==> src/rtl/histogram_keyframe_gate_defines.svh <==
// Assertion helpers; each expects clk and rst_n in scope.
`ifndef HISTOGRAM_KEYFRAME_GATE_DEFINES_SVH
`define HISTOGRAM_KEYFRAME_GATE_DEFINES_SVH

// Same-cycle implication.
`define HKG_ASSERT_NOW(name, ante, cons, msg) \
    name: assert property (@(posedge clk) disable iff (!rst_n) (ante) |-> (cons)) \
        else $error(msg);

// Next-cycle implication.
`define HKG_ASSERT_NEXT(name, ante, cons, msg) \
    name: assert property (@(posedge clk) disable iff (!rst_n) (ante) |=> (cons)) \
        else $error(msg);

`endif

==> src/rtl/hkg_pkg.sv <==
package hkg_pkg;

    localparam int BINS    = 4096;
    localparam int BIN_AW  = $clog2(BINS);
    localparam int CNT_W   = 25;
    localparam int ID_W    = 32;
    localparam int THR_W   = 7;
    localparam int SKIP_W  = 8;
    localparam int TP_W    = CNT_W + THR_W;
    localparam int LHS_W   = CNT_W + 7;
    localparam int PADDR_W = 4;
    localparam int PDATA_W = 32;

    localparam logic [CNT_W-1:0]  PIXEL_COUNT_RST = CNT_W'(307200);
    localparam logic [THR_W-1:0]  THRESHOLD_RST   = THR_W'(22);
    localparam logic [SKIP_W-1:0] SKIP_FRAMES_RST = SKIP_W'(5);
    localparam logic [TP_W-1:0]   THR_PIX_RST     = TP_W'(307200 * 22);
    localparam logic [CNT_W-1:0]  CNT_MAX         = '1;

    localparam logic [1:0] COUNTDOWN_RST   = 2'd3;
    localparam logic [1:0] COUNTDOWN_SEG   = 2'd2;
    localparam logic [1:0] COUNTDOWN_FORCE = 2'd1;

    typedef enum logic [1:0] {
        REG_PIXEL_COUNT = 2'd0,
        REG_THRESHOLD   = 2'd1,
        REG_SKIP_FRAMES = 2'd2
    } reg_idx_t;

    typedef struct packed {
        logic [CNT_W-1:0]  pixel_count;
        logic [THR_W-1:0]  threshold;
        logic [SKIP_W-1:0] skip_frames;
        logic [TP_W-1:0]   thr_pix;
    } cfg_t;

    typedef struct packed {
        logic [ID_W-1:0]  frame_id;
        logic             is_candidate;
        logic             is_black;
        logic [CNT_W-1:0] overlap;
    } frame_req_t;

    typedef struct packed {
        logic busy;
        logic ref_sel;
        logic ref_valid;
    } status_t;

endpackage

==> src/rtl/hkg_decide.sv <==
module hkg_decide (
    input  logic                     clk,
    input  logic                     rst_n,
    input  hkg_pkg::cfg_t            cfg,
    input  hkg_pkg::frame_req_t      req,
    input  logic                     req_valid,
    input  logic                     last_acc,
    input  logic                     seg_acc,
    input  logic                     out_ready,
    output hkg_pkg::status_t         st,
    output logic                     out_valid,
    output logic [hkg_pkg::ID_W-1:0] out_frame_id,
    output logic                     keep,
    output logic                     forced,
    output logic                     skipped
);
    import hkg_pkg::*;

    logic             busy_reg;
    logic             ref_sel_reg;
    logic             ref_valid_reg;
    logic             prev_black_reg;
    logic [1:0]       countdown_reg;
    logic             s3_valid_reg;
    logic [ID_W-1:0]  s3_id_reg;
    logic             s3_cand_reg;
    logic             s3_black_reg;
    logic             s3_ge_reg;
    logic [LHS_W-1:0] s3_lhs_reg;
    logic             out_valid_reg;
    logic [ID_W-1:0]  out_id_reg;
    logic             out_keep_reg;
    logic             out_forced_reg;
    logic             out_skipped_reg;

    logic [CNT_W-1:0] diff;
    logic [LHS_W-1:0] diff_w;
    logic [LHS_W-1:0] lhs;
    logic             fire;
    logic             in_skip;
    logic             at_skip;
    logic             changed;
    logic             keep_diff;
    logic [1:0]       cd_load;
    logic [1:0]       cd_dec;
    logic [1:0]       countdown_next;
    logic             keep_next;
    logic             forced_next;

    // 100 * (pixels - overlap) as shifts and adds
    always_comb
    begin
        diff   = cfg.pixel_count - req.overlap;
        diff_w = LHS_W'(diff);
        lhs    = (diff_w << 6) + (diff_w << 5) + (diff_w << 2);
    end

    assign fire = s3_valid_reg && (!out_valid_reg || out_ready);

    always_comb
    begin
        in_skip   = s3_id_reg < ID_W'(cfg.skip_frames);
        at_skip   = s3_id_reg == ID_W'(cfg.skip_frames);
        if (!ref_valid_reg)
            changed = 1'b1;
        else if (s3_ge_reg)
            changed = 1'b0;
        else
            changed = s3_lhs_reg > LHS_W'(cfg.thr_pix);
        keep_diff = !at_skip && s3_cand_reg && changed && !prev_black_reg;
        cd_load   = at_skip ? COUNTDOWN_RST : countdown_reg;
        cd_dec    = (cd_load != 2'd0) ? cd_load - 2'd1 : 2'd0;

        countdown_next = cd_dec;
        keep_next      = keep_diff;
        forced_next    = 1'b0;
        if (cd_dec == COUNTDOWN_FORCE)
        begin
            if (s3_black_reg)
                countdown_next = COUNTDOWN_SEG;
            else
            begin
                keep_next   = 1'b1;
                forced_next = !keep_diff;
            end
        end
        // skip window only records the black flag
        if (in_skip)
        begin
            countdown_next = countdown_reg;
            keep_next      = 1'b0;
            forced_next    = 1'b0;
        end
    end

    always_ff @(posedge clk or negedge rst_n)
    begin
        if (!rst_n)
        begin
            busy_reg       <= 1'b0;
            ref_sel_reg    <= 1'b0;
            ref_valid_reg  <= 1'b0;
            prev_black_reg <= 1'b0;
            countdown_reg  <= COUNTDOWN_RST;
            s3_valid_reg   <= 1'b0;
            out_valid_reg  <= 1'b0;
        end
        else
        begin
            if (req_valid)
                s3_valid_reg <= 1'b1;
            else if (fire)
                s3_valid_reg <= 1'b0;

            if (last_acc)
                busy_reg <= 1'b1;
            else if (fire)
                busy_reg <= 1'b0;

            if (seg_acc)
                countdown_reg <= COUNTDOWN_SEG;
            else if (fire)
                countdown_reg <= countdown_next;

            if (fire)
            begin
                prev_black_reg <= s3_black_reg;
                if (keep_next)
                begin
                    ref_sel_reg   <= !ref_sel_reg;
                    ref_valid_reg <= 1'b1;
                end
            end

            if (fire)
                out_valid_reg <= 1'b1;
            else if (out_ready)
                out_valid_reg <= 1'b0;
        end
    end

    always_ff @(posedge clk)
    begin
        if (req_valid)
        begin
            s3_id_reg    <= req.frame_id;
            s3_cand_reg  <= req.is_candidate;
            s3_black_reg <= req.is_black;
            s3_ge_reg    <= req.overlap >= cfg.pixel_count;
            s3_lhs_reg   <= lhs;
        end
        if (fire)
        begin
            out_id_reg      <= s3_id_reg;
            out_keep_reg    <= keep_next;
            out_forced_reg  <= forced_next;
            out_skipped_reg <= in_skip;
        end
    end

    assign st.busy      = busy_reg;
    assign st.ref_sel   = ref_sel_reg;
    assign st.ref_valid = ref_valid_reg;

    assign out_valid    = out_valid_reg;
    assign out_frame_id = out_id_reg;
    assign keep         = out_keep_reg;
    assign forced       = out_forced_reg;
    assign skipped      = out_skipped_reg;

endmodule

==> config.mk <==
export PLATFORM = sky130hd
export DESIGN_NAME = hkg_decide
export DESIGN_NICKNAME = d
export VERILOG_FILES = /design/src/rtl/histogram_keyframe_gate_defines.svh /design/src/rtl/hkg_pkg.sv /design/src/rtl/hkg_decide.sv
export SDC_FILE = /design/constraint.sdc
export NUM_CORES = 1
export LEC_CHECK = 0
export BUFFER_PORTS_ARGS = -buffer_cell sky130_fd_sc_hd__buf_2
export CAP_MARGIN = 20
export CORE_MARGIN = 4
export CORE_UTILIZATION = 49
export DETAILED_ROUTE_END_ITERATION = 12
export GPL_TIMING_DRIVEN = 0
export HOLD_SLACK_MARGIN = 0.05
export PLACE_DENSITY = 0.74
export SYNTH_ARGS = -nofsm -noshare
export SYNTH_HDL_FRONTEND = slang
export SYNTH_SLANG_ARGS = --single-unit
==> constraint.sdc <==
create_clock -name clk -period 2.9 [get_ports clk]
set_input_delay 0.29 -clock clk [delete_from_list [all_inputs] [get_ports clk]]
set_output_delay 0.29 -clock clk [all_outputs]
set_load 0.01 [all_outputs]
After elaboration in Yosys (flattened, before gate mapping)

Index checks and enable logic that the tools add are counted.

$lt $le $gt $ge: 3
Bitwise logic cells: 1
Muxes and demuxes: 17
Reductions and logical operators: 18
Eq/ne operators: 3
$add $sub $neg: 4

Operators with widths:

| kind                                                                | count |
|---|---|
| 31-bit by 30-bit adder with 32-bit output                           | 1 |
| 32-bit by 27-bit adder with 32-bit output                           | 1 |
| 32-bit by 8-bit == test with 1-bit output                           | 1 |
| 32-bit greater-than comparator                                      | 1 |
| 32-bit by 8-bit < comparator with 1-bit output                      | 1 |
| 25-bit greater-or-equal comparator                                  | 1 |
| 25-bit subtractor                                                   | 1 |
| 2-bit 2-to-1 mux                                                    | 7 |
| 1-bit 2-to-1 mux                                                    | 10 |
| 2-bit nonzero test                                                  | 5 |
| 1-bit logical NOT                                                   | 5 |
| 1-bit logical AND                                                   | 4 |
| 2-bit AND reduction                                                 | 2 |
| 3-bit OR reduction                                                  | 1 |
| 2-bit by 1-bit == test with 1-bit output (second input constant)    | 1 |
| 2-bit inequality test (second input constant)                       | 1 |
| 2-bit by 1-bit subtractor with 2-bit output (second input constant) | 1 |
| 1-bit logical OR                                                    | 1 |
| 1-bit inverter                                                      | 1 |

Register bits: 110
Word-level logic and storage cells: 62

Logic depth before layout (Yosys ltp)

Gate-level depths: netlist (run 1).

Depth after elaboration: 9
Depth in mapped cells: 23

Least setup slack after synthesis (run 1)

OpenSTA, ideal clock, no wires.

Path kind: input to register
Start point: input port cfg[47] (netlist name)
End point: register s3_lhs_reg[30] (data pin)
Setup slack: -1977 ps
Path buffers: 0
Required time: 2637 ps
Arrival time: 4615 ps
Library setup time: 263 ps
Stages: 22
Cells stage by stage: inv_1 -> ha_1 -> fa_1 -> nor2b_4 -> o21a_1 -> o21ai_2 -> nand3b_1 -> a21o_1 -> a2111oi_0 -> or3_1 -> o21ai_1 -> xor2_1 -> fa_1 -> ha_1 -> and3_1 -> and3_1 -> a32oi_2 -> o21ba_1 -> a21oi_1 -> a41o_1 -> o41ai_2 -> xnor2_1

Word-level cells in the longest chain between the ends: 3

Ends and longest elaborated chain:

| item                                        | line              | source |
|---|---|---|
| from (decl)                                 | hkg_decide.sv:4   | `input hkg_pkg::cfg_t cfg,` |
| 25-bit subtractor *                         | hkg_decide.sv:53  | `diff = cfg.pixel_count - req.overlap;` |
| 31-bit by 30-bit adder with 32-bit output   | hkg_decide.sv:55  | `lhs = (diff_w << 6) + (diff_w << 5) + (diff_w << 2);` |
| 32-bit by 27-bit adder with 32-bit output * | hkg_decide.sv:55  |  |
| net lhs[30]                                 | hkg_decide.sv:38  | `logic [LHS_W-1:0] lhs;` |
| to (signal assigned)                        | hkg_decide.sv:150 | `s3_lhs_reg <= lhs;` |
| to (decl)                                   | hkg_decide.sv:29  | `logic [LHS_W-1:0] s3_lhs_reg;` |

The timed path passes the listed nets; every way through them passes the cells marked *.
A chain may end at the register's enable or synchronous reset.

Worst setup path after layout (run 1)

Start point: input port cfg[47] (netlist name)
End point: register s3_lhs_reg[29] (data pin)

The elaborated chain is that of the path after synthesis.

==> results of run 1 <==
[final timing paths]
check / start / to / cells past startpoint
min in group asynchronous: rst_n / prev_black_reg$_DFFE_PN0P_ / 2
min reg2reg: s3_id_reg[13]$_DFFE_PP_ / out_frame_id[13]$_DFFE_PP_ / 0
max reg2reg: s3_lhs_reg[2]$_DFFE_PP_ / ref_sel_reg$_DFFE_PN0P_ / 10
max: cfg[47] / s3_lhs_reg[29]$_DFFE_PP_ / 23
min: seg_acc / countdown_reg[0]$_DFFE_PN1P_ / 2
max in group asynchronous: rst_n / countdown_reg[1]$_DFFE_PN1P_ / 2
[area by class of cell]
cell class,instances,area (um^2),share of cell area
Multi-Input combinational cell,473,4550,0.455
Buffer,4,33.8,0.00338
Clock inverter,7,67.6,0.00676
Inverter,105,409,0.0409
Tap cell,211,264,0.0264
Timing Repair Buffer,208,1240,0.124
Clock buffer,9,225,0.0225
Sequential cell,108,3210,0.321
[per-layer routing]
metal,track usage,vias up
li1,-,2943
met1,0.243,2641
met2,0.302,198
met3,0.0268,28
met4,0.0697,0
met5,0,-
[what timing repair did]
| action | CTS | global route |
|---|---|---|
| pin swaps | 46 | 42 |
| gates resized for setup | 41 | 34 |
| hold buffers | 1 | 0 |
| setup buffers | 27 | 10 |
| endpoints found under the hold margin | 8 | 0 |
| endpoints found under the setup margin | 24 | 24 |
[power groups by stage]
stage | clock network (uW) | logic (uW) | registers, uW
after CTS | 1200 | 5080 | 2350
final | 1170 | 5700 | 2340
after global placement | 0 | 4260 | 2370
after floorplan | 0 | 3500 | 2370
after global routing | 1270 | 6300 | 2380
after detailed placement | 0 | 4360 | 2380
[worst max-delay path, stage by stage]
cell,delay [ns]
buf_8,0.09
inv_12,0.03
ha_4,0.15
fa_2,0.37
nor2b_4,0.11
o21a_1,0.14
o21ai_2,0.08
nand3b_1,0.11
a21o_1,0.19
a2111oi_4,0.09
or3_4,0.39
o21ai_4,0.15
xor2_2,0.20
fa_1,0.48
ha_4,0.25
buf_6,0.11
a21o_1,0.17
a21o_1,0.20
or3_4,0.35
o21ai_4,0.18
o21ai_2,0.09
or4_1,0.41
nand3_1,0.08
[metrics by stage]
| step | cells | setup slack [ns] | total power, uW | TNS, ns | area, um^2 |
|---|---|---|---|---|---|
| final | 1125 | -1.60 | 9210 | -25.52 | 10000 |
| after global routing | 1125 | -1.81 | 9950 | -29.39 | 10000 |
| after CTS | 1115 | -1.69 | 8630 | -24.01 | 9760 |
| after detailed placement | 1073 | -2.25 | 6740 | -37.61 | 9050 |
| after global placement | 1071 | -2.26 | 6630 | -36.92 | 9000 |
| after floorplan | 692 | -1.66 | 5870 | -26.05 | 7900 |
[logic make-up (layout without fill, tap and decap cells)]
| logic type | count (synthesis) | after routing | synth area share |
|---|---|---|---|
| AOI/OAI and AO/OA | 170 | 170 | 0.161 |
| DFF | 108 | 108 | 0.417 |
| and+or+nand+nor | 138 | 138 | 0.101 |
| adders and majority gates | 116 | 116 | 0.205 |
| buffers and inverters | 111 | 333 | 0.0566 |
| xor gates and xnor gates | 49 | 49 | 0.0597 |
[placed cells by master, fill, tap and decap left out, types with 9 or more instances in the layout]
cell and count:
fa_1 16, xnor2_2 10, buf_2 164, ha_4 13, clkbuf_16 9, edfxtp_1 100
nor2_1 19, xor2_1 16, a21oi_1 24, nand3_1 10, a21o_1 47, inv_1 99
o21ai_0 18, ha_1 85, o21bai_1 9, nand2_1 22, nor2b_1 9, a21oi_2 14
xnor2_1 19, buf_6 12, buf_4 31, nand4_1 15
==> metrics.txt, run 1 <==
total grt overflow 0; CTS Buf Count 9; register share of total power 0.254; CP Class input pin to flip-flop; ys flop type edfxtp_1; Synth top area share 0.390; count leader, synth inv_1; Post-synth EDFFs 100; drt via density ~5.2; status complete, but fails checks; Int Power about 5700 uW; worst path required time between 3 and 4 ns; Port Buffer Count ~170; final wirelength between 15,000 and 20,000 um; Synth area leaders edfxtp_1 39%, ha_1 16%, inv_1 5.1%, a21o_1 4.6%, fa_1 4.4%; FMAX around 0.22 GHz; crit-path max FO 3; Layout Area Growth over Synthesis 29.9%; Post-Syn Area around 7700 um^2; first-pass GRT wire length between 20,000 and 30,000 um; Initial Util 0.502; R2R Setup Slk about 0.41 ns; Via Count 5,810; HPWL after DPL 12,600 um; sw frac 0.376; setup ws final -1.60 ns; Comb power frac 0.618; Synth area leader edfxtp_1; sequential area share after synthesis 0.417; NumNets Final between 1,000 and 1,500; chip height 133 um; ANT cells 0; clock skew about 0.0097 ns; top layer in use met4; leak pwr 0.00470 uW; Met2 Routed Length 7810 um; worst slew pin tran 0.819 ns; Core Footprint approximately 15,000 um^2; gpl congestion around 0.85; fill count between 1,000 and 1,500; Die W roughly 130 um; CTS Buffer Depth 2; Clock transition at path regs 0.07 ns; PwrDens approximately 920 nW/um^2; RSZ-0062 raised after global routing true; wire length on met3 just over 900 um; Period minus WS final around 4.5 ns; clock power share 0.127; vias in the first global route about 5,600; Post-synth top cells 105 x inv_1, 100 x edfxtp_1, 99 x ha_1; Initial DRC Count roughly 240; DR pass1 iterations 5; I/O pin count approximately 180; synth warn 0; max cap viols 0; post-synth cell types 74; Mapped Avg Cell Area approximately 11 um^2; critical path data arrival time between 4 and 5 ns; Worst Setup Start Kind input pin; VDD IR max 369 uV; Slew Viols, Final 0; Psw approximately 3500 uW; Rows 45; TritonCTS clock tree yes; clock latency on the worst-skew pair 0.35 ns; Cells after Synth approximately 700; wire per inst around 15 um; final-report hold violation count 0; FF+latch count, synth approximately 110; WHS about 0.084 ns; HP Class input pin to flip-flop; CTS HTree Levels 3; final setup fails 24; Post-Syn Nets 945; CP Capture Type flip-flop; Async SR Flop Fraction 0.0741; final core occ 0.653; initial antenna violation count 0; largest net degree at the start of global routing 35; DR DRC count 0; CTS Root Cell clkbuf_16; die area 17,800 um^2; period utilisation layout 1.55; share of layout cells above drive strength 1 0.352; CTS Sinks 108; Worst slew margin 0.454; failing checks negative setup slack; met1 wire length 7330 um; Overall Global Routing Usage 0.182; remaining antenna violation count 0
Power figures use the tool's default switching activity.
==> inputs of run 2 (changes only) <==
--- a/config.mk
+++ b/config.mk
@@ -6,13 +6,14 @@
 export NUM_CORES = 1
 export LEC_CHECK = 0
 export BUFFER_PORTS_ARGS = -buffer_cell sky130_fd_sc_hd__buf_2
-export CAP_MARGIN = 20
+export CAP_MARGIN = 15
 export CORE_MARGIN = 4
 export CORE_UTILIZATION = 49
 export DETAILED_ROUTE_END_ITERATION = 12
 export GPL_TIMING_DRIVEN = 0
 export HOLD_SLACK_MARGIN = 0.05
 export PLACE_DENSITY = 0.74
+export SKIP_LAST_GASP = 1
 export SYNTH_ARGS = -nofsm -noshare
 export SYNTH_HDL_FRONTEND = slang
 export SYNTH_SLANG_ARGS = --single-unit
==> metrics.txt, run 2 (synthesized netlist as in run 1, its figures left out) <==
final-report hold violation count 0; WHS ~0.084 ns; Port Buffer Count ~170; initial antenna violation count 0; drt via density 5.15; Initial Util 0.502; commonest cells after routing, fill and taps aside 164 x buf_2, 100 x edfxtp_1, 98 x inv_1; wire per inst between 10 and 15 um; CTS HTree Levels 3; vias in the first global route about 5,600; commonest non-fill, non-tap cell in the layout buf_2; worst slew pin tran slightly above 0.8 ns; Worst Setup Start Kind input pin; clock skew 0.00867 ns; period utilisation layout 1.59; failing checks negative setup slack; clock latency on the worst-skew pair between 0.3 and 0.4 ns; Clock transition at path regs ~0.07 ns; total grt overflow 0; fill count ~1,200; VDD IR max between 300 and 400 uV; status complete, but fails checks; final core occ 0.652; ANT cells 0; die area roughly 18,000 um^2; CTS Buf Count 9; TritonCTS clock tree yes; HP Class input pin to flip-flop; DR pass1 iterations 5; gpl congestion 0.849; final setup fails 24; NumNets Final approximately 1,200; Overall Global Routing Usage 0.182; crit-path max FO 6; setup ws final -1.70 ns; leak pwr roughly 0.0047 uW; final wirelength 16,600 um; critical path data arrival time 4.82 ns; Worst slew margin 0.452; HPWL after DPL between 10,000 and 15,000 um; Core Footprint 15,300 um^2; remaining antenna violation count 0; CTS Buffer Depth 2; share of layout cells above drive strength 1 0.355; FMAX 0.217 GHz; largest net degree at the start of global routing 35; RSZ-0062 raised after global routing true; Slew Viols, Final 0; I/O pin count around 180; PwrDens around 920 nW/um^2; CTS Root Cell clkbuf_16; Die W roughly 130 um; chip height roughly 130 um; CP Capture Type flip-flop; CP Class input pin to flip-flop; Via Count roughly 5,800; CTS Sinks about 110; Layout Area Growth over Synthesis 29.8%; Period minus WS final about 4.6 ns; max cap viols 0; first-pass GRT wire length between 20,000 and 30,000 um; DR DRC count 0; Initial DRC Count 277; Rows between 40 and 50; worst path required time approximately 3.1 ns
-- run 2: where the power goes --
group / switching, uW / total, uW / internal [uW] / leakage (uW)
Sequential: 102 / 2340 / 2240 / 0.00106
Combinational: 2810 / 5650 / 2840 / 0.00348
Clock: 567 / 1170 / 605 / 0.000141
-- run 2: worst max-delay path, stage by stage --
cell and delay (ns):
buf_8 0.11, inv_12 0.04, ha_4 0.12, fa_2 0.23
nor2b_4 0.04, o21a_1 0.19, o21ai_2 0.16, buf_4 0.13
buf_4 0.09, a311oi_1 0.08, a221o_1 0.31, o41a_4 0.39
xor2_2 0.28, ha_1 0.30, ha_1 0.41, a21oi_1 0.26
o21ai_0 0.19, or3_4 0.41, o21ai_4 0.19, o21ai_2 0.09
or4_1 0.41, nand3_1 0.08
-- run 2: what timing repair did --
item                                    in CTS  in global routing
hold buffers                                 1                  0
gates resized for setup                     40                 38
hold endpoints to repair                     8                  0
buffers inserted                            27                  9
pin swaps                                   46                 40
endpoints found under the setup margin      24                 24
-- run 2: routing by layer --
layer / track usage / wire length [um] / up-vias / part of all wire
li1: - / - / 2938 / -
met1: 0.243 / 7370 / 2631 / 0.44
met2: 0.302 / 7880 / 192 / 0.48
met3: 0.0268 / 915 / 32 / 0.055
met4: 0.0697 / 420 / 0 / 0.025
met5: 0 / 0 / - / 0
-- run 2: final cells by class --
| cell class | count | area [um^2] | share of cell area |
|---|---|---|---|
| Multi-Input combinational cell | 473 | 4560 | 0.456 |
| Sequential cell | 108 | 3210 | 0.321 |
| Timing Repair Buffer | 207 | 1220 | 0.123 |
| Inverter | 105 | 409 | 0.0410 |
| Tap cell | 211 | 264 | 0.0264 |
| Clock buffer | 9 | 225 | 0.0226 |
| Clock inverter | 7 | 67.6 | 0.00677 |
| Buffer | 4 | 33.8 | 0.00338 |
-- run 2: path summary, 6_finish.rpt --
path	startpoint	end	slack [ns]	depth (start not counted)
max in group asynchronous	rst_n	countdown_reg[1]$_DFFE_PN1P_	2.32	2
min in group asynchronous	rst_n	prev_black_reg$_DFFE_PN0P_	0.33	2
min reg2reg	s3_id_reg[13]$_DFFE_PP_	out_frame_id[13]$_DFFE_PP_	0.45	0
max reg2reg	s3_lhs_reg[2]$_DFFE_PP_	ref_sel_reg$_DFFE_PN0P_	0.41	10
min	seg_acc	countdown_reg[0]$_DFFE_PN1P_	0.08	2
max	cfg[47]	s3_lhs_reg[29]$_DFFE_PP_	-1.70	22
-- run 2: per-stage QoR --
stage               setup TNS (ns)  cells  worst slack [ns]  cell area, um^2  power, uW
floorplan                   -26.05    692             -1.66             7900       5870
global placement            -36.92   1071             -2.26             9000       6630
detailed placement          -37.61   1073             -2.25             9050       6740
CTS                         -24.09   1115             -1.69             9760       8620
global route                -29.27   1124             -1.84             9990       9910
finish                      -25.75   1124             -1.70             9990       9170
