[config.mk]
export PLATFORM = sky130hd
export DESIGN_NAME = hkg_accum
export DESIGN_NICKNAME = d
export VERILOG_FILES = /design/src/rtl/histogram_keyframe_gate_defines.svh /design/src/rtl/hkg_pkg.sv /design/src/rtl/hkg_accum.sv
export SDC_FILE = /design/constraint.sdc
export NUM_CORES = 1
export LEC_CHECK = 0
export ABC_AREA = 1
export ABC_CLOCK_PERIOD_IN_PS = 3100
export BUFFER_PORTS_ARGS = -buffer_cell sky130_fd_sc_hd__buf_2
export CAP_MARGIN = 20
export CORE_MARGIN = 5
export CORE_UTILIZATION = 45
export CTS_CLUSTER_DIAMETER = 120
export DETAILED_ROUTE_END_ITERATION = 12
export PLACE_DENSITY = 0.7
export SETUP_SLACK_MARGIN = 0.15
export SLEW_MARGIN = 20
export SYNTH_ARGS = -nofsm -noshare
export SYNTH_HDL_FRONTEND = slang
export SYNTH_SLANG_ARGS = --single-unit
[constraint.sdc]
create_clock -name clk -period 3.1 [get_ports clk]
set_clock_uncertainty 0.15 [all_clocks]
set_input_delay 0.465 -clock clk [delete_from_list [all_inputs] [get_ports clk]]
set_output_delay 0.465 -clock clk [all_outputs]
set_load 0.01 [all_outputs]
[src/rtl/histogram_keyframe_gate_defines.svh]
// Assertion helpers; each expects clk and rst_n in scope.
`ifndef HISTOGRAM_KEYFRAME_GATE_DEFINES_SVH
`define HISTOGRAM_KEYFRAME_GATE_DEFINES_SVH

// Same-cycle implication.
`define HKG_ASSERT_NOW(name, ante, cons, msg) \
    name: assert property (@(posedge clk) disable iff (!rst_n) (ante) |-> (cons)) \
        else $error(msg);

// Next-cycle implication.
`define HKG_ASSERT_NEXT(name, ante, cons, msg) \
    name: assert property (@(posedge clk) disable iff (!rst_n) (ante) |=> (cons)) \
        else $error(msg);

`endif

[src/rtl/hkg_pkg.sv]
package hkg_pkg;

    localparam int BINS    = 4096;
    localparam int BIN_AW  = $clog2(BINS);
    localparam int CNT_W   = 25;
    localparam int ID_W    = 32;
    localparam int THR_W   = 7;
    localparam int SKIP_W  = 8;
    localparam int TP_W    = CNT_W + THR_W;
    localparam int LHS_W   = CNT_W + 7;
    localparam int PADDR_W = 4;
    localparam int PDATA_W = 32;

    localparam logic [CNT_W-1:0]  PIXEL_COUNT_RST = CNT_W'(307200);
    localparam logic [THR_W-1:0]  THRESHOLD_RST   = THR_W'(22);
    localparam logic [SKIP_W-1:0] SKIP_FRAMES_RST = SKIP_W'(5);
    localparam logic [TP_W-1:0]   THR_PIX_RST     = TP_W'(307200 * 22);
    localparam logic [CNT_W-1:0]  CNT_MAX         = '1;

    localparam logic [1:0] COUNTDOWN_RST   = 2'd3;
    localparam logic [1:0] COUNTDOWN_SEG   = 2'd2;
    localparam logic [1:0] COUNTDOWN_FORCE = 2'd1;

    typedef enum logic [1:0] {
        REG_PIXEL_COUNT = 2'd0,
        REG_THRESHOLD   = 2'd1,
        REG_SKIP_FRAMES = 2'd2
    } reg_idx_t;

    typedef struct packed {
        logic [CNT_W-1:0]  pixel_count;
        logic [THR_W-1:0]  threshold;
        logic [SKIP_W-1:0] skip_frames;
        logic [TP_W-1:0]   thr_pix;
    } cfg_t;

    typedef struct packed {
        logic [ID_W-1:0]  frame_id;
        logic             is_candidate;
        logic             is_black;
        logic [CNT_W-1:0] overlap;
    } frame_req_t;

    typedef struct packed {
        logic busy;
        logic ref_sel;
        logic ref_valid;
    } status_t;

endpackage

[src/rtl/hkg_accum.sv]
module hkg_accum (
    input  logic                       clk,
    input  logic                       rst_n,
    input  logic                       bin_acc,
    input  logic [hkg_pkg::ID_W-1:0]   frame_id,
    input  logic                       is_candidate,
    input  logic                       is_black,
    input  logic [hkg_pkg::CNT_W-1:0]  bin_count,
    input  logic                       last_bin,
    input  logic [hkg_pkg::CNT_W-1:0]  rd_data,
    output logic [hkg_pkg::BIN_AW-1:0] addr,
    output hkg_pkg::frame_req_t        req,
    output logic                       req_valid
);
    import hkg_pkg::*;

    logic [BIN_AW-1:0] pos_reg;
    logic              s1_valid_reg;
    logic              s1_last_reg;
    logic [CNT_W-1:0]  s1_bin_reg;
    logic [ID_W-1:0]   s1_id_reg;
    logic              s1_cand_reg;
    logic              s1_black_reg;
    logic [CNT_W-1:0]  overlap_reg;
    frame_req_t        req_reg;
    logic              req_valid_reg;

    logic [CNT_W-1:0]  bin_min;
    logic [CNT_W:0]    sum_wide;
    logic [CNT_W-1:0]  sum_sat;

    assign addr = pos_reg;

    always_comb
    begin
        bin_min  = (s1_bin_reg < rd_data) ? s1_bin_reg : rd_data;
        sum_wide = {1'b0, overlap_reg} + {1'b0, bin_min};
        sum_sat  = sum_wide[CNT_W] ? CNT_MAX : sum_wide[CNT_W-1:0];
    end

    always_ff @(posedge clk or negedge rst_n)
    begin
        if (!rst_n)
        begin
            pos_reg       <= '0;
            s1_valid_reg  <= 1'b0;
            s1_last_reg   <= 1'b0;
            overlap_reg   <= '0;
            req_valid_reg <= 1'b0;
        end
        else
        begin
            s1_valid_reg  <= bin_acc;
            req_valid_reg <= s1_valid_reg && s1_last_reg;
            if (bin_acc)
            begin
                s1_last_reg <= last_bin;
                if (last_bin || pos_reg == BIN_AW'(BINS - 1))
                    pos_reg <= '0;
                else
                    pos_reg <= pos_reg + 1'b1;
            end
            if (s1_valid_reg)
                overlap_reg <= s1_last_reg ? '0 : sum_sat;
        end
    end

    always_ff @(posedge clk)
    begin
        if (bin_acc)
        begin
            s1_bin_reg   <= bin_count;
            s1_id_reg    <= frame_id;
            s1_cand_reg  <= is_candidate;
            s1_black_reg <= is_black;
        end
        if (s1_valid_reg && s1_last_reg)
        begin
            req_reg.frame_id     <= s1_id_reg;
            req_reg.is_candidate <= s1_cand_reg;
            req_reg.is_black     <= s1_black_reg;
            req_reg.overlap      <= sum_sat;
        end
    end

    assign req       = req_reg;
    assign req_valid = req_valid_reg;

endmodule

# Word level (Yosys, flattened, before mapping)
# Cells that the tools add are included.
# Widths: inputs -> output; s select.
[totals] out_inout_bits=72 ramBits=0 mem_bits_ro=0 latchBits=0 register_bits=158 inputBits=88 n_memories=0 elab_cells=23
[op_classes] n_shift=0 div_mod_pow=0 bitwise=0 reduce_logical=2 n_mul=0 n_lt_le_gt_ge=1 n_eq_ne=1 addsub=2 n_mux=4
[ops] op="$mux 25" n=3
[ops] op="$add 25x25->26" n=1
[ops] op="$lt 25x25->1" n=1
[ops] op="$add 12x1->12 const B" n=1
[ops] op="$eq 12x12->1 const B" n=1
[ops] op="$mux 12" n=1
[ops] op="$logic_and 1x1->1" n=1
[ops] op="$logic_or 1x1->1" n=1

# Longest topological paths before layout
# Gate-level depths: netlist (run 1).
[logic_depth] depth_word=5 ltp_mapped=27

# Worst setup path after synthesis (run 1)
# Ideal clock, no wire load.
[synth_path] path_kind="input-to-reg" from="in rd_data[18] (netlist name)" to="reg req_reg (netlist bit req[20]) (data pin)" arrival_ps=3000 stages=22 setup_slack_ps=-311 path_buffers=1 required_time_ps=2689 cell_sequence="inv_1 ha_1 nand2_1 inv_1 o21ai_1 nand2_1 nand2_1 o211ai_1 nor2_2 nand2_2 buf_6 nand2_1 nand2_1 ha_1 fa_1 nand2_1 nand2_1 and2_1 nand3b_1 nand3_1 nand2_1 nand3_4"
[synth_via] elab_chain_len=4
[synth_lines] item="start: declaration" line_no="hkg_accum.sv:10" text="input logic [hkg_pkg::CNT_W-1:0] rd_data,"
[synth_lines] item="$lt 25x25->1" line_no="hkg_accum.sv:36" text="bin_min = (s1_bin_reg < rd_data) ? s1_bin_reg : rd_data;"
[synth_lines] item="$mux 25 *" line_no="hkg_accum.sv:36"
[synth_lines] item="$add 25x25->26 *" line_no="hkg_accum.sv:37" text="sum_wide = {1'b0, overlap_reg} + {1'b0, bin_min};"
[synth_lines] item="$mux 25 *" line_no="hkg_accum.sv:38" text="sum_sat = sum_wide[CNT_W] ? CNT_MAX : sum_wide[CNT_W-1:0];"
[synth_lines] item="via sum_sat[20]" line_no="hkg_accum.sv:30" text="logic [CNT_W-1:0] sum_sat;"
[synth_lines] item="end: declaration" line_no="hkg_accum.sv:25" text="frame_req_t req_reg;"
# Mark *: on every way through the listed nets, which the timed path passes. The rest lies on a longest branch.
# A chain may end at the register's enable or synchronous reset.

# Final worst setup path (run 1)
[layout_path] from="reg s1_bin_reg[24]" to="reg req_reg (netlist bit req[20]) (data pin)"
[layout_via] elab_chain_len=4
[layout_lines] item="start: declaration" line_no="hkg_accum.sv:20" text="logic [CNT_W-1:0] s1_bin_reg;"
[layout_lines] item="start signal: assignment" line_no="hkg_accum.sv:72" text="s1_bin_reg <= bin_count;"
[layout_lines] item="$lt 25x25->1" line_no="hkg_accum.sv:36"
[layout_lines] item="$mux 25 *" line_no="hkg_accum.sv:36"
[layout_lines] item="$add 25x25->26 *" line_no="hkg_accum.sv:37"
[layout_lines] item="$mux 25 *" line_no="hkg_accum.sv:38"
[layout_lines] item="via sum_sat[20]" line_no="hkg_accum.sv:30"
# Marks and branches as above.

==> impl_metrics.csv, run 1 <==
group,metric,value,unit
outcome,status,"finished with violations",
outcome,violations,"negative setup slack",
placement,dp_hpwl,17000,µm
finish,drive_gt1_share,51.5,%
sta,hold_viol_final,0,
clocking,h-tree-depth,4,
worst_setup_path,reg2reg_depth,20,
sta,tightest_slew,0.760,ns
worst_setup_path,cp.required,3.12,ns
drt,route.met2.wl,13200,µm
yosys,syn_nets,1054,
yosys,synth_common_cells,"nand2_1, inv_1, edfxtp_1",
power_and_ir_drop,leakage,6.06,nW
sta,rsz0062_at_grt,"yes",
yosys,ys_seq_area_share,54.1,%
power_and_ir_drop,p_sw,0.00454,W
finish,final_cell_area,0.0126,mm²
drt,drt_pass1_iterations,5,
placement,io_buffers,159,
drt,wl_met3,1910,µm
power_and_ir_drop,pwr-share-seq,27.4,%
placement,pre_cts_ws,-0.691,ns
floorplanning,placementRows,50,
worst_setup_path,cp-end-kind,"flip-flop",
clocking,clk_pin_slew_worst_paths,0.07,ns
global_routing,first_global_vias,7347,
finish,diodes,0,
worst_hold_path,hold_depth,1,
placement,dp_cells,1402,
yosys,ys_types,35,
clocking,cts_root_buffer,"clkbuf_16",
drt,first_iter_violations,514,
drt,wl,25900,µm
drt,wl_per_cell,17.7,µm
power_and_ir_drop,power_frac_comb,53.1,%
drt,antenna_left,0,
clocking,clock_sinks,158,
power_and_ir_drop,internal-power,0.00641,W
global_routing,antenna_found_initial,2,
sta,min_period,3.58,ns
yosys,ys.flop_type,"edfxtp_1",
floorplanning,dieArea,0.0215,mm²
yosys,yosysWarnings,0,
worst_setup_path,arrival,3.60,ns
worst_hold_path,hold_class,"in2reg",
power_and_ir_drop,swShare,41.5,%
finish,postLayoutCoreUtil,68.3,%
yosys,netlist_top_cells_area,"edfxtp_1, nand2_1, dfrtp_1, ha_1, inv_1",
sta,fin_crit_sh,115,%
yosys,yosysTopAreaCellShare,42.2,%
sta,timing.fmax,280,MHz
global_routing,grt_max_degree,61,
finish,nets,1356,
yosys,syn_inst,914,
job,cap_violations,0,
finish,largest_reg_flops,59,
sta,max_slew_margin,49.3,%
floorplanning,start_util,45.4,%
yosys,synth_area_leader_cell,"edfxtp_1",
sta,setup_viol,50,
worst_setup_path,start_kind,"flip-flop",
clocking,clk_latency,0.43,ns
sta,finalWorstSetupSlack,-0.476,ns
floorplanning,ios,160,
sta,hold_ws,0.0490,ns
global_routing,grt_pass1_wl,37800,µm
drt,top_layer_used,"met5",
floorplanning,core_area,0.0185,mm²
worst_setup_path,worstSetupPathType,"reg2reg",
yosys,synth-edff-count,118,
global_routing,grt.overflow.total,0,
drt,wl_met1,9830,µm
drt,drt-vias-per-instance,5.16,
global_routing,track_usage,22.3,%
clocking,cts_tree,"done",
finish,syn_to_final_growth,50.5,%
floorplanning,die_w,147,µm
yosys,synth_area_per_cell,9.19,µm²
power_and_ir_drop,ir_drop,0.552,mV
yosys,synth_seq_cells,158,
drt,via_count,7545,
floorplanning,die_h,147,µm
sta,slew_viol_final,0,
power_and_ir_drop,pwr-share-clk,19.5,%
worst_setup_path,path_max_fanout,7,
drt,drcViolationCount,0,
clocking,cts_buffers,17,
placement,post_dp_cell_area,0.0105,mm²
clocking,clk_path_buf_depth,2,
yosys,synth_most_common_cell,"nand2_1",
yosys,syn_area,0.00840,mm²
placement,gp_congestion,0.964,
finish,nFillCells,1261,
finish,finalNonFillerCells,1463,
power_and_ir_drop,p_per_area,866,mW/mm²
yosys,async_flop_share,25.3,%
## through the flow
stage	TNS [ns]	total power, W
2_1_floorplan	-5.58	0.00564
6_report	-21.60	0.0109
4_1_cts	-18.49	0.0100
3_5_place_dp	-30.86	0.00716
3_3_place_gp	-29.08	0.00707
5_1_grt	-27.77	0.0115
## repair_timing
item,in CTS,in global routing
endpoints found under the hold margin,0,40
resized for setup,141,175
cloned,3,2
pin swaps,64,73
endpoints found under the setup margin,50,50
buffers inserted,14,9
hold buffers,0,1
## critical path, stage by stage, from the launching register on
cell and delay [ns]:
edfxtp_1 0.44, ha_4 0.31, nand2_4 0.06, nor2_4 0.11
nand4_1 0.15, buf_4 0.19, a21oi_4 0.14, nor2_4 0.08
buf_12 0.16, nand2_8 0.16, nand2_4 0.07, nand2_4 0.10
ha_4 0.23, nand2_4 0.09, nor3_4 0.05, buf_4 0.13
a21oi_4 0.14, nand2_4 0.08, nor2_8 0.20, buf_12 0.17
nand3_4 0.09
## power by group through the flow
stage | clock network, W | registers (W) | logic (W)
finish | 0.00213 | 0.00300 | 0.00582
global route | 0.00226 | 0.00303 | 0.00625
CTS | 0.00216 | 0.00299 | 0.00487
detailed placement | 0 | 0.00301 | 0.00415
global placement | 0 | 0.00300 | 0.00406
floorplan | 0 | 0.00303 | 0.00261
## final timing paths
path | slack (ns) | start | to
worst min-delay path | 0.05 | frame_id[30] | s1_id_reg[30]
min in group asynchronous | 0.41 | rst_n | overlap_reg[10]
max in group asynchronous | 1.97 | rst_n | addr[7]
worst max register to register | -0.48 | s1_bin_reg[24] | req[20]
worst min register to register | 0.27 | s1_id_reg[2] | req[29]
worst max-delay path | -0.48 | s1_bin_reg[24] | req[20]
## placed cells by master (no fill, tap or decap), types with 5 or more instances in the layout
master | netlist | routed
nand2_1 | 329 | 196
ha_1 | 51 | 19
clkinv_8 | 0 | 5
a21oi_1 | 25 | 17
buf_4 | 0 | 115
edfxtp_1 | 118 | 118
nand4_1 | 9 | 9
nand3_1 | 57 | 25
clkbuf_16 | 0 | 17
o21ai_0 | 6 | 5
nand2_4 | 0 | 49
nand2_2 | 23 | 108
buf_2 | 4 | 158
nor2_4 | 2 | 14
xor2_1 | 13 | 13
a21oi_2 | 1 | 6
nor2_2 | 3 | 12
buf_12 | 1 | 7
inv_1 | 128 | 113
ha_4 | 0 | 32
inv_2 | 14 | 28
nand3_4 | 10 | 21
nor2_1 | 47 | 26
nand3_2 | 1 | 22
buf_6 | 3 | 9
dfrtp_1 | 40 | 40
## kinds of logic after synthesis
logic type	count (synthesis)	synth area share (%)
and+or+nand+nor	496	26.7
xor gates and xnor gates	13	1.36
AOI/OAI and AO/OA	39	2.55
buffers and inverters	156	7.49
adders and majority gates	52	7.83
DFF	158	54.1
## layout make-up
| type | count | area, µm² | share of cell area, % |
|---|---|---|---|
| clock buffer | 17 | 425 | 3.36 |
| multi-input combinational | 603 | 4700 | 37.2 |
| tap | 234 | 293 | 2.32 |
| timing repair buffer | 292 | 1950 | 15.4 |
| sequential | 158 | 4540 | 35.9 |
| inverter | 144 | 548 | 4.33 |
| clock inverter | 15 | 183 | 1.44 |
## per-layer routing
layer  vias to the layer above  global-route usage [%]
met3                        88                    6.18
met1                      3606                    27.0
met4                         4                    8.65
li1                       3541                       -
met2                       306                    37.8
met5                         -                       0
No activity file was read; power rests on OpenSTA's default activity.
==> inputs of run 2 (changes only) <==
--- a/config.mk
+++ b/config.mk
@@ -9,12 +9,11 @@
 export ABC_CLOCK_PERIOD_IN_PS = 3100
 export BUFFER_PORTS_ARGS = -buffer_cell sky130_fd_sc_hd__buf_2
 export CAP_MARGIN = 20
-export CORE_MARGIN = 5
+export CORE_MARGIN = 10
 export CORE_UTILIZATION = 45
 export CTS_CLUSTER_DIAMETER = 120
 export DETAILED_ROUTE_END_ITERATION = 12
 export PLACE_DENSITY = 0.7
-export SETUP_SLACK_MARGIN = 0.15
 export SLEW_MARGIN = 20
 export SYNTH_ARGS = -nofsm -noshare
 export SYNTH_HDL_FRONTEND = slang
==> impl_metrics.csv, run 2 (synthesis gave the netlist of run 1 again) <==
group,metric,value,unit
drt,wl_per_cell,16.7,µm
placement,dp_hpwl,17700,µm
finish,nFillCells,1426,
sta,max_slew_margin,47.5,%
finish,syn_to_final_growth,40.0,%
power_and_ir_drop,leakage,5.75,nW
sta,rsz0062_at_grt,"yes",
finish,postLayoutCoreUtil,64.8,%
sta,min_period,3.65,ns
clocking,clk_pin_slew_worst_paths,0.08,ns
finish,layout_common_cells,"nand2_1, buf_2, inv_1, edfxtp_1, buf_4",
clocking,clk_latency,0.44,ns
floorplanning,die_w,157,µm
finish,drive_gt1_share,40.2,%
worst_setup_path,cp-end-kind,"flip-flop",
drt,first_iter_violations,467,
sta,finalWorstSetupSlack,-0.546,ns
power_and_ir_drop,p_sw,0.00395,W
sta,setup_viol,50,
clocking,clk_path_buf_depth,2,
sta,fin_crit_sh,118,%
worst_setup_path,critPathCapture,"req[21]",
floorplanning,ios,160,
worst_hold_path,hold_class,"in2reg",
power_and_ir_drop,pwr-share-seq,30.3,%
global_routing,first_global_vias,7258,
worst_hold_path,hold_depth,1,
floorplanning,placementRows,49,
drt,wl,24200,µm
power_and_ir_drop,power_frac_comb,48.0,%
clocking,clock_sinks,158,
worst_setup_path,path_max_fanout,6,
finish,layout_commonest_cell,"nand2_1",
floorplanning,dieArea,0.0245,mm²
worst_setup_path,crit_path_start,"s1_bin_reg[20]",
clocking,cts_tree,"done",
floorplanning,core_area,0.0181,mm²
finish,seqCellArea,0.00454,mm²
finish,final_cell_area,0.0118,mm²
placement,post_dp_cell_area,0.0104,mm²
drt,drcViolationCount,0,
placement,gp_congestion,0.921,
clocking,h-tree-depth,4,
finish,largest_reg_flops,59,
outcome,violations,"negative setup slack",
drt,drt-vias-per-instance,4.92,
global_routing,grt_pass1_wl,37400,µm
clocking,cts_buffers,17,
global_routing,track_usage,19.5,%
drt,antenna_left,0,
drt,via_count,7140,
finish,multi_input_comb_area,0.00395,mm²
floorplanning,die_h,157,µm
drt,drt_pass1_iterations,7,
worst_setup_path,cp.required,3.12,ns
floorplanning,start_util,46.3,%
power_and_ir_drop,internal-power,0.00596,W
worst_setup_path,arrival,3.67,ns
placement,io_buffers,159,
worst_setup_path,r2r_end,"req[21]",
sta,slew_viol_final,0,
power_and_ir_drop,ir_drop,0.535,mV
power_and_ir_drop,p_per_area,843,mW/mm²
global_routing,grt.overflow.total,0,
worst_setup_path,r2r-start,"s1_bin_reg[20]",
clocking,cts_root_buffer,"clkbuf_16",
finish,nets,1346,
worst_setup_path,worstSetupPathType,"reg2reg",
global_routing,grt_max_degree,61,
job,cap_violations,0,
outcome,status,"finished with violations",
sta,tightest_slew,0.787,ns
worst_setup_path,reg2reg_depth,23,
worst_setup_path,r2r_slack,-0.55,ns
power_and_ir_drop,swShare,39.9,%
worst_setup_path,start_kind,"flip-flop",
global_routing,antenna_found_initial,4,
sta,hold_viol_final,0,
sta,timing.fmax,274,MHz
power_and_ir_drop,pwr-share-clk,21.7,%
-- run 2: cell count changes in the layout (fill, tap and decap cells not counted), moves of 7 or more --
cell and change:
inv_2 -11, nand3_1 +21, nand3_4 -11, nor2_1 +10, nor2_4 -7, nand3_2 -10, nand2_2 -47, nand2_1 +83
inv_1 +10, nand2_4 -37
-- run 2: power groups by stage --
stage	combinational (W)	sequential, W	clock, W
3_5_place_dp	0.00413	0.00301	0
5_1_grt	0.00524	0.00304	0.00227
6_report	0.00476	0.00300	0.00215
2_1_floorplan	0.00261	0.00303	0
4_1_cts	0.00460	0.00300	0.00218
3_3_place_gp	0.00407	0.00301	0
-- run 2: worst min path at each step --
stage	start	end	slack (ns)
global route	frame_id[23]	s1_id_reg[23]	0.03
CTS	frame_id[10]	s1_id_reg[10]	0.03
detailed placement	s1_id_reg[18]	req[45]	0.25
global placement	s1_id_reg[14]	req[41]	0.25
finish	bin_count[13]	s1_bin_reg[13]	0.05
floorplan	rst_n	addr[0]	0.02
-- run 2: routing by layer --
| layer | routed length, µm | vias to the layer above | part of all wire [%] | global-route usage, % |
|---|---|---|---|---|
| met2 | 12000 | 246 | 50 | 32.8 |
| li1 | - | 3521 | - | - |
| met4 | 709 | 2 | 2.9 | 8.58 |
| met3 | 1680 | 53 | 7.0 | 5.26 |
| met5 | 13 | - | 0.054 | 0 |
| met1 | 9780 | 3318 | 40 | 23.1 |
-- run 2: repair_timing --
action                                 in CTS  in global routing
pin swaps                                  45                 25
endpoints found under the hold margin       0                 40
setup endpoints to repair                  50                 50
resized for setup                          83                 30
hold buffers                                0                  1
setup buffers                              17                  5
cloned                                      4                  0
-- run 2: cell type report --
type                            count  area share [%]
Inverter                          144            4.68
Clock inverter                     15            1.62
Clock buffer                       17            3.62
Antenna cell                        2          0.0426
Multi-Input combinational cell    602            33.6
Tap cell                          229            2.44
Timing Repair Buffer              283            15.4
Sequential cell                   158            38.6
-- run 2: stage by stage --
step	setup TNS (ns)	std cells	total power, W	setup WS (ns)	hold WS, ns
3_5_place_dp	-36.14	1389	0.00714	-0.767	0.255
6_report	-24.65	1450	0.00991	-0.546	0.0454
4_1_cts	-23.74	1442	0.00978	-0.519	0.0273
2_1_floorplan	-5.58	914	0.00564	-0.188	0.0194
3_3_place_gp	-36.71	1389	0.00708	-0.782	0.250
5_1_grt	-34.03	1449	0.0105	-0.726	0.0277
-- run 2: critical path, cell delays in order (launching register included) --
cell and delay [ns]:
edfxtp_1 0.41, ha_1 0.34, nand2_1 0.07, inv_1 0.09
nand4_1 0.18, nor4_2 0.25, nand2_2 0.13, buf_6 0.14
buf_6 0.12, buf_6 0.12, nand3_2 0.07, nand2_2 0.08
ha_4 0.23, nand2_4 0.07, inv_2 0.04, nand2_1 0.07
nand2_1 0.05, nand2_1 0.07, nand3_2 0.10, nand2_2 0.09
inv_4 0.06, nor2_8 0.21, buf_12 0.17, nand3_4 0.08
